## src/hdl/sedd_pkg.sv

```systemverilog
// Shared types, register indexes and an arithmetic helper for the serpentine dither.
package sedd_pkg;

  localparam int NCH = 3;
  localparam int EW  = 13;
  localparam int CEW = 12;
  localparam int ERW = 10;

  localparam logic [2:0] REG_ROW_WIDTH     = 3'd0;
  localparam logic [2:0] REG_RED_MAX       = 3'd1;
  localparam logic [2:0] REG_GREEN_MAX     = 3'd2;
  localparam logic [2:0] REG_BLUE_MAX      = 3'd3;
  localparam logic [2:0] REG_RED_SHIFT     = 3'd4;
  localparam logic [2:0] REG_GREEN_SHIFT   = 3'd5;
  localparam logic [2:0] REG_BLUE_SHIFT    = 3'd6;
  localparam logic [2:0] REG_FIRST_ROW_ODD = 3'd7;

  localparam logic [1:0] TGT_SAME   = 2'd0;
  localparam logic [1:0] TGT_LOWER  = 2'd1;
  localparam logic [1:0] TGT_HIGHER = 2'd2;

  typedef enum logic [3:0] {
    ST_INIT, ST_IDLE, ST_CLEAR, ST_SETUP, ST_RDCUR, ST_SUM, ST_MUL,
    ST_QUANT, ST_DIVINIT, ST_DIV, ST_ERR, ST_NRD, ST_NWR, ST_DONE
  } state_t;

  typedef struct packed {
    logic clr;
    logic take;
    logic setup;
    logic rdcur;
    logic sum;
    logic mul;
    logic quant;
    logic div_init;
    logic div_step;
    logic err;
    logic nrd;
    logic nwr;
    logic done;
  } cmd_t;

  typedef struct packed {
    logic clr_last;
    logic div_last;
    logic tgt_last;
    logic out_free;
  } sts_t;

  // Floor of d/255: a close estimate that falls short by at most two, then corrected.
  function automatic logic [9:0] div255(input logic [17:0] d);
    logic [19:0] est;
    logic [19:0] r;
    logic [19:0] q;
    est = (20'(d) + 20'(d >> 8)) >> 8;
    r   = 20'(d) - ((est << 8) - est);
    if (r >= 20'd510) begin
      q = est + 20'd2;
    end else if (r >= 20'd255) begin
      q = est + 20'd1;
    end else begin
      q = est;
    end
    return q[9:0];
  endfunction

endpackage

```

## src/hdl/sedd_ctrl.sv

```systemverilog
// Sequencer for the per-pixel steps of the serpentine dither.
module sedd_ctrl
  import sedd_pkg::*;
(
  input  logic clk,
  input  logic rst_n,
  input  logic in_valid,
  input  logic in_frame_start,
  output logic in_ready,
  input  sts_t sts,
  output cmd_t cmd
);

  state_t state_r;
  state_t state_nxt;

  always_ff @(posedge clk) begin
    if (!rst_n) begin
      state_r <= ST_INIT;
    end else begin
      state_r <= state_nxt;
    end
  end

  always_comb begin
    state_nxt = state_r;
    unique case (state_r)
      ST_INIT:    if (sts.clr_last) state_nxt = ST_IDLE;
      ST_IDLE:    if (in_valid) state_nxt = in_frame_start ? ST_CLEAR : ST_SETUP;
      ST_CLEAR:   if (sts.clr_last) state_nxt = ST_SETUP;
      ST_SETUP:   state_nxt = ST_RDCUR;
      ST_RDCUR:   state_nxt = ST_SUM;
      ST_SUM:     state_nxt = ST_MUL;
      ST_MUL:     state_nxt = ST_QUANT;
      ST_QUANT:   state_nxt = ST_DIVINIT;
      ST_DIVINIT: state_nxt = ST_DIV;
      ST_DIV:     if (sts.div_last) state_nxt = ST_ERR;
      ST_ERR:     state_nxt = ST_NRD;
      ST_NRD:     state_nxt = ST_NWR;
      ST_NWR:     state_nxt = sts.tgt_last ? ST_DONE : ST_NRD;
      ST_DONE:    if (sts.out_free) state_nxt = ST_IDLE;
      default:    state_nxt = ST_INIT;
    endcase
  end

  always_comb begin
    cmd      = '0;
    in_ready = 1'b0;
    unique case (state_r)
      ST_INIT:    cmd.clr = 1'b1;
      ST_IDLE: begin
        in_ready = 1'b1;
        cmd.take = in_valid;
      end
      ST_CLEAR:   cmd.clr = 1'b1;
      ST_SETUP:   cmd.setup = 1'b1;
      ST_RDCUR:   cmd.rdcur = 1'b1;
      ST_SUM:     cmd.sum = 1'b1;
      ST_MUL:     cmd.mul = 1'b1;
      ST_QUANT:   cmd.quant = 1'b1;
      ST_DIVINIT: cmd.div_init = 1'b1;
      ST_DIV:     cmd.div_step = 1'b1;
      ST_ERR:     cmd.err = 1'b1;
      ST_NRD:     cmd.nrd = 1'b1;
      ST_NWR:     cmd.nwr = 1'b1;
      ST_DONE:    cmd.done = sts.out_free;
      default:    cmd = '0;
    endcase
  end

  a_plain_pixel_setup: assert property (@(posedge clk) disable iff (!rst_n)
    (state_r == ST_IDLE && in_valid && !in_frame_start) |=> state_r == ST_SETUP)
    else $error("pixel without frame start did not go to setup");

  a_done_needs_slot: assert property (@(posedge clk) disable iff (!rst_n)
    cmd.done |-> sts.out_free)
    else $error("result loaded while output slot busy");

  a_div_holds: assert property (@(posedge clk) disable iff (!rst_n)
    (state_r == ST_DIV && !sts.div_last) |=> state_r == ST_DIV)
    else $error("divider left before its last step");

endmodule

```

## config.mk

```make
export PLATFORM = sky130hd
export DESIGN_NAME = sedd_ctrl
export DESIGN_NICKNAME = d
export VERILOG_FILES = /design/src/hdl/sedd_pkg.sv /design/src/hdl/sedd_ctrl.sv
export SDC_FILE = /design/constraint.sdc
export NUM_CORES = 1
export LEC_CHECK = 0
export BUFFER_PORTS_ARGS = -buffer_cell sky130_fd_sc_hd__buf_2
export CAP_MARGIN = 0
export CORE_AREA = 2 2 39 41
export DETAILED_ROUTE_END_ITERATION = 8
export DIE_AREA = 0 0 41 43
export SYNTH_ARGS = -nofsm -noshare
export SYNTH_HDL_FRONTEND = slang
export SYNTH_SLANG_ARGS = --single-unit
```

## constraint.sdc

```tcl
create_clock -name clk -period 1.5 [get_ports clk]
set_clock_uncertainty 0.15 [all_clocks]
set_input_delay 0.15 -clock clk [delete_from_list [all_inputs] [get_ports clk]]
set_output_delay 0.15 -clock clk [all_outputs]
set_load 0.01 [all_outputs]
```

== After elaboration in Yosys (flattened, before gate mapping) ==
Cells that the tools add are included.
Storage, ports and cells
  flip-flop bits (word level): 4
  output and inout port bits: 14
Operators by class
  equal/unequal tests: 18
  multiplexer cells: 22
  reductions and logical operators: 3
Operators by type and width (number)
  4-bit case mux with 14 select lines: 1
  4-bit equality test (second input constant): 6
  4-bit 2-to-1 mux: 5
  4-bit by 3-bit equality test with 1-bit output (second input constant): 4
  1-bit 2-to-1 mux: 15
  2-bit inequality test (second input constant): 5
  4-bit by 2-bit equality test with 1-bit output (second input constant): 2
  5-bit AND reduction: 1
  4-bit by 1-bit equality test with 1-bit output (second input constant): 1
  4-bit zero test: 1
  3-bit 2-to-1 mux: 1
  2-bit OR reduction: 1

== Longest topological paths before layout ==
Gate-level depths: netlist (run 1).
  word-level depth: 3
  depth in mapped cells: 5
  depth with buffers taken out: 4

== Worst setup path before layout (run 1) ==
No wires, ideal clock.
  kind: register -> register
  from: register state_r[1]
  to: register state_r[0]
  setup time: 0.138 ns
  arrival time: 1.086 ns
  path slack: 0.127 ns
  stages on the path, launching flop included: 5
  clock period less this slack: 1.373 ns
  cell sequence: dfxtp_1 > nand2b_1 > a21oi_1 > a2111oi_1 > a211oi_2
On the way
  word-level cells in the longest chain between the ends: 3
RTL lines
  from (decl): line sedd_ctrl.sv:14  | state_t state_r;
  from (signal assigned): line sedd_ctrl.sv:21  | state_r <= state_nxt;
  4-bit by 2-bit equality test with 1-bit output (tied with other cells): line sedd_ctrl.sv:27  | unique case (state_r)
  2-bit inequality test (no source line)
  5-bit AND reduction (no source line)
Several ways; a longest one is shown, not always the timed one.
A chain may end at the register's enable or synchronous reset.

==> results of run 1 <==
## area by class of cell
cell class / count / area, um^2 / area share
timing repair buffer: 31 / 195.2 / 0.2842
clock buffer: 3 / 22.52 / 0.03279
tap: 16 / 20.02 / 0.02914
inverter: 2 / 7.507 / 0.01093
multi-input combinational: 50 / 349.1 / 0.5082
sequential: 4 / 92.59 / 0.1348
## metrics by stage
stage	setup slack, ps	hold WS (ps)	power, mW	TNS (ps)	utilization
2_1_floorplan	126.8	157.2	0.2343	0	-
3_3_place_gp	77.58	299.6	0.3009	0	0.4132
5_1_grt	-48.58	65.18	0.5096	-92.98	0.4964
6_report	39.73	54.95	0.4663	0	0.4964
4_1_cts	-5.320	44.27	0.4430	-10.31	0.4421
3_5_place_dp	68.39	295.5	0.3027	0	0.4132
## worst reg2reg max path, delay by kind of cell, from the launching register on
kind	cells	cell delay [ps]
and+or+nand+nor	1	390
DFF	1	350
AOI/OAI and AO/OA	3	470
## worst max path at each step
stage                                 start                      end  slack, ps  depth (start not counted)
finish              state_r[3]$_SDFFE_PN0P_                   cmd[9]         40                          4
global route        state_r[1]$_SDFFE_PN0P_                  cmd[11]        -50                          4
CTS                 state_r[3]$_SDFFE_PN0P_                   cmd[5]         -5                          5
detailed placement  state_r[2]$_SDFFE_PN0P_  state_r[0]$_SDFFE_PN0P_         70                          5
global placement    state_r[2]$_SDFFE_PN0P_  state_r[0]$_SDFFE_PN0P_         80                          5
floorplan           state_r[1]$_SDFFE_PN0P_  state_r[0]$_SDFFE_PN0P_        130                          4
## placed cells by master (no fill, tap or decap)
master and count:
a2111oi_2 1, clkbuf_4 3, inv_1 2, dfxtp_4 3, a21oi_1 4, a21oi_2 2
nand4bb_1 1, nor2_1 8, nor3_1 3, buf_6 4, nor3b_1 1, a21boi_0 1
nand2_1 2, and2_1 1, nand2b_4 4, nor2_2 1, nor2b_1 1, buf_2 21
nand3_1 2, nor3_4 1, nor4_1 2, buf_4 6, nor3_2 2, o21ai_1 4
nand3b_1 1, nand2b_1 1, a211oi_2 1, or2_1 1, a21o_1 1, dfxtp_2 1
nand2_2 1, or3_1 3
## where the power goes
group	leakage, nW	internal (mW)	switching [mW]
registers	0.0352	0.117	0.0154
logic	0.270	0.101	0.105
clock network	0.0138	0.0891	0.0383
## layer usage
metal  vias up  global-route usage
met2        17              0.2406
met3         2             0.03665
met5         -                   0
met1       229              0.1768
li1        275                   -
met4         0              0.1133
## cell families (layout without fill, tap and decap cells)
kind of cell    after synthesis  count (layout)  share of synthesized area
simple gates                 36              36                     0.4936
flops                         4               4                     0.2051
buf+inv                       6              36                    0.06729
compound gates               14              14                     0.2340
## what timing repair did
| item | CTS | global route |
|---|---|---|
| endpoints found under the setup margin | 8 | 12 |
| gates resized for setup | 6 | 17 |
| setup buffers | 1 | 0 |
| pin swaps | 3 | 1 |
==> results by group, run 1 <==
Global routing
  – Initial antenna violation count: 0
  – Vias in the first global route: 449
  – Global-route usage over all layers: 0.1566
  – Largest net degree at the start of global routing: 14
  – First-pass GRT wire length: 1849 um
  – Overflow after GRT: 0

Synth
  – Mapped Avg Cell Area: 6.506 um^2
  – Yosys warnings: 0
  – Post-Syn Area: 390.4 um^2
  – Synth area leader: dfxtp_1
  – Post-Syn Instances: 60
  – Top FF cell, synth: dfxtp_1
  – Dominant cells by area after synthesis: dfxtp_1 21%, nor2_1 8.7%, nand2b_1 8.0%, nor3_1 7.7%, a21oi_1 6.4%
  – Sequential fraction of the synthesis area: 0.2051
  – Ys async rst share: 0
  – Post-synth EDFFs: 0
  – Most common cell in the netlist: nor2_1
  – Mapped Nets: 68
  – Synth top area share: 0.2051
  – Synth Register Bits: 4
  – Post-synth cell types: 24
  – Synth cell count leaders: 9 x nor2_1, 6 x nor3_1, 5 x a21oi_1, 5 x nand2b_1

STA
  – Worst slew pin tran: 314.5 ps
  – Final Setup Violations: 0
  – Final Max Tran Viols: 0
  – Final hold violations: 0
  – RSZ-0062 raised after global routing: true
  – Final Cycle Share: 0.9735
  – Slew margin rel.: 0.7899
  – Max Fclk: 0.6848 GHz
  – Min cycle time layout: 1460 ps

Place
  – Inst Count DP: 103
  – RD Place Congestion: 0.7506
  – Placed cell area: 571.8 um^2
  – IO buf count: 21
  – HPWL Detailed: 909.6 um

Detailed routing
  – DR vias: 523
  – Met3 WL: 80 um
  – Post-route ant nets: 0
  – Wire per inst: 11.57 um
  – TritonRoute pass-1 iters: 4
  – Top sig layer: met4
  – Final WL: 1226 um
  – WL met1: 508 um
  – WL met2: 624 um
  – DRC viols: 0
  – Vias/cell: 4.934
  – Drt first-iter violations: 6

Power
  – PwrDens: 678.9 nW/um^2
  – Max VDD drop: 0.3804 mV
  – LEAKAGE: 0.3189 nW

Die
  – Die height: 43 um
  – Starting Density: 0.2821
  – CORE AREA: 1384 um^2
  – Die X: 41 um
  – Die area: 1763 um^2
  – Rows: 14
  – Top-Level Pins: 22

Worst setup path
  – Critical-path top delay cell: dfxtp_4
  – Crit Path Max Fanout: 7
  – Worst path cell trace: buf_4, nand2b_4, nor3_2, buf_2
  – Reg2Reg Setup Slack: 50 ps
  – R2r worst-path depth: 4
  – Peak per-stage delay on the critical path: 350 ps
  – Crit path max-delay family: flip-flops
  – Buf+Inv Stages, Crit Path: 2
  – Critical Path RT: 1200 ps
  – Reg2reg end: state_r[0]$_SDFFE_PN0P_
  – CP Data Arrival Time: 1160 ps
  – Worst Setup End Kind: output port
  – Reg2reg start: state_r[3]$_SDFFE_PN0P_
  – Critical path launch point type: register
  – Critical path class: reg2out

Worst hold path
  – Hold depth: 3
  – Hold_sp: rst_n
  – Worst Hold Class: in2reg
  – Min-Delay Endpoint: state_r[1]$_SDFFE_PN0P_

Clock network
  – CTS tree: done
  – Clk slew on worst S/H paths: 40 ps
  – Worst-Skew Late Latency: 230 ps
  – Num CTS Buffers: 3
  – CTS Sinks: 4
  – Post-CTS Hold Buffers: 0
  – Max Root-Sink Buffers: 2
  – Root Buffer: clkbuf_4
  – H-tree levels: 1

Finish
  – # diodes: 0
  – Final std cells w/o fill: 106
  – Top flop regs: state_r x4
  – Max reg flops: 4
  – Final nets: 100
  – Fill count: 142
  – Design area: 686.9 um^2
  – Area delta synth->final: 75.96%
  – Top reg by flops: state_r
  – Share of cells above drive strength 1: 0.5667

Run
  – Max-cap violations: 0

Run status
  – Status: completed
No activity file was read; power rests on OpenSTA's default activity.
==> inputs of run 2 (changes only) <==
- REMOVE_ABC_BUFFERS: unset -> 1
==> results by group, run 2 (synthesis results as in run 1) <==
Power
  – LEAKAGE: 0.3073 nW (-3.6%)
  – Sequential share of power: 0.279 (-0.004)
  – Clock Power Share: 0.303 (+0.030)
  – Pint: 304.4 uW (-0.95%)
  – Max VDD drop: 0.2965 mV (-22%)
  – Psw: 169.0 uW (+6.3%)
  – Final Power: 473.4 uW (+1.5%)
  – PwrDens: 720.6 nW/um^2 (+6.2%)
  – Sw frac: 0.3570 (+0.01600)
  – Gate power share: 0.418 (-0.025)

Worst setup path
  – Crit path max-delay family: simple AND/OR/NAND/NOR gates
  – Critical-path top delay cell: dfxtp_2
  – Peak per-stage delay on the critical path: 330 ps (-20 ps)
  – Reg2Reg Setup Slack: 20 ps (-30 ps)
  – Worst path cell trace: nand2b_4, buf_6, nor3_4, and2_1, buf_2
  – Critical Path RT: 1200 ps (about the same)
  – Critical path class: reg2out
  – Reg2reg end: state_r[0]$_SDFFE_PN0P_
  – Worst Setup End Kind: output port
  – Buf+Inv Stages, Crit Path: 2 (unchanged)
  – R2r worst-path depth: 4 (unchanged)
  – Reg2reg start: state_r[3]$_SDFFE_PN0P_
  – Critical path launch point type: register
  – Crit Path Max Fanout: 5 (-2)
  – CP Data Arrival Time: 1190 ps (+30 ps)

Clock network
  – CTS Sinks: 4 (unchanged)
  – Max Root-Sink Buffers: 2 (unchanged)
  – Clk slew on worst S/H paths: 40 ps (about the same)
  – Worst-Skew Late Latency: 250 ps (+20 ps)
  – Root Buffer: clkbuf_4
  – Num CTS Buffers: 3 (unchanged)
  – Post-CTS Hold Buffers: 0 (unchanged)
  – H-tree levels: 1 (unchanged)
  – Post-CTS Setup Bufs: 0 (-1)
  – CTS tree: done

STA
  – Final hold violations: 0 (unchanged)
  – Min cycle time layout: 1492 ps (+31.87 ps)
  – Worst slew pin tran: 426.6 ps (+112.0 ps)
  – Hold_ws: 28.65 ps (-26.30 ps)
  – Final Max Tran Viols: 0 (unchanged)
  – RSZ-0062 raised after global routing: true
  – Final Cycle Share: 0.9948 (+0.02125)
  – Max Fclk: 0.6702 GHz (-2.1%)
  – Slew margin rel.: 0.7149 (-0.07499)
  – Final Setup Violations: 0 (unchanged)

Die
  – Die height: 43 um (unchanged)
  – Starting Density: 0.2821 (unchanged)
  – Top-Level Pins: 22 (unchanged)
  – Die area: 1763 um^2 (unchanged)
  – Rows: 14 (unchanged)
  – CORE AREA: 1384 um^2 (unchanged)
  – Die X: 41 um (unchanged)

Finish
  – Area delta synth->final: 68.27%
  – Most common cell after layout, fill and taps aside: buf_2
  – # diodes: 0 (unchanged)
  – Commonest non-fill, non-tap cells in the layout: 21 x buf_2, 9 x nor2_1, 7 x buf_4
  – Share of cells above drive strength 1: 0.5111 (-0.05556)
  – Top reg by flops: state_r
  – Final nets: 100 (unchanged)
  – Top flop regs: state_r x4
  – Max reg flops: 4 (unchanged)

Detailed routing
  – TritonRoute pass-1 iters: 5 (+1)
  – Final WL: 1281 um (+4.5%)
  – DRC viols: 0 (unchanged)
  – DR vias: 576 (+10%)
  – Vias/cell: 5.434 (+10%)
  – Wire per inst: 12.08 um (+4.5%)
  – Drt first-iter violations: 12 (+6)
  – Post-route ant nets: 0 (unchanged)

Global routing
  – First-pass GRT wire length: 1876 um (+1.5%)
  – Global-route usage over all layers: 0.1573 (+0.0006881)
  – Overflow after GRT: 0 (unchanged)
  – Largest net degree at the start of global routing: 13 (-1)
  – Initial antenna violation count: 0 (unchanged)
  – Vias in the first global route: 465 (+3.6%)

Place
  – RD Place Congestion: 0.8161 (+8.7%)
  – IO buf count: 21 (unchanged)
  – HPWL Detailed: 933.8 um (+2.7%)

Worst hold path
  – Min-Delay Endpoint: state_r[1]$_SDFFE_PN0P_
  – Hold_sp: rst_n
  – Worst Hold Class: in2reg
  – Hold depth: 3 (unchanged)

Run
  – Max-cap violations: 0 (unchanged)

Run status
  – Status: completed
## run 2: final cells by class
type                    count  area, um^2
inverters                   2       7.507
repair buffers             31       191.4
flip-flops and latches      4       90.09
multi-input cells          50       325.3
clock buffers               3       22.52
well taps                  16       20.02
fillers                   144       726.9
## run 2: worst max-delay path by stage
stage | depth (start not counted) | to | startpoint | slack [ps]
final | 5 | cmd[11] | state_r[1]$_SDFFE_PN0P_ | 8
after floorplan | 4 | state_r[0]$_SDFFE_PN0P_ | state_r[1]$_SDFFE_PN0P_ | -50
after CTS | 5 | cmd[11] | state_r[1]$_SDFFE_PN0P_ | -50
after global routing | 4 | state_r[0]$_SDFFE_PN0P_ | state_r[3]$_SDFFE_PN0P_ | -70
after detailed placement | 4 | state_r[0]$_SDFFE_PN0P_ | state_r[3]$_SDFFE_PN0P_ | 30
after global placement | 4 | state_r[0]$_SDFFE_PN0P_ | state_r[3]$_SDFFE_PN0P_ | 90
## run 2: what timing repair did
item,4_1_cts,5_1_grt
setup endpoints to repair,12,9
pin swaps,1,1
gates resized for setup,7,9
## run 2: per-stage QoR
| stage | util | setup slack [ps] | instances | instance area (um^2) | TNS [ps] |
|---|---|---|---|---|---|
| after detailed placement | 0.4132 | 31.32 | 103 | 571.8 | 0 |
| after CTS | 0.4503 | -45.75 | 106 | 623.1 | -45.75 |
| after global routing | 0.4747 | -72.22 | 106 | 656.9 | -333.1 |
| final | 0.4747 | 7.858 | 106 | 656.9 | 0 |
| after floorplan | - | -49.56 | 56 | 371.6 | -55.20 |
| after global placement | 0.4132 | 90.34 | 103 | 571.8 | 0 |
## run 2: tightest hold or removal path, delay by kind of cell
family / cells / cell delay [ps]
compound gates: 2 / 140
buf+inv: 1 / 100
## run 2: per-layer routing
metal  global-route usage  part of all wire  vias up  wire length (um)
li1                     -                 -      275                 -
met1               0.1885              0.40      263               512
met2               0.2313              0.49       28               632
met3              0.05236             0.078       10               100
met4              0.09333             0.028        0                36
met5                    0                 0        -                 0
## run 2: power groups by stage
| stage | Sequential, mW | Combinational, mW | Clock [mW] |
|---|---|---|---|
| 2_1_floorplan | 0.143 | 0.0847 | 0 |
| 6_report | 0.132 | 0.198 | 0.143 |
| 3_3_place_gp | 0.130 | 0.174 | 0 |
| 5_1_grt | 0.135 | 0.216 | 0.153 |
| 4_1_cts | 0.130 | 0.183 | 0.145 |
| 3_5_place_dp | 0.131 | 0.174 | 0 |
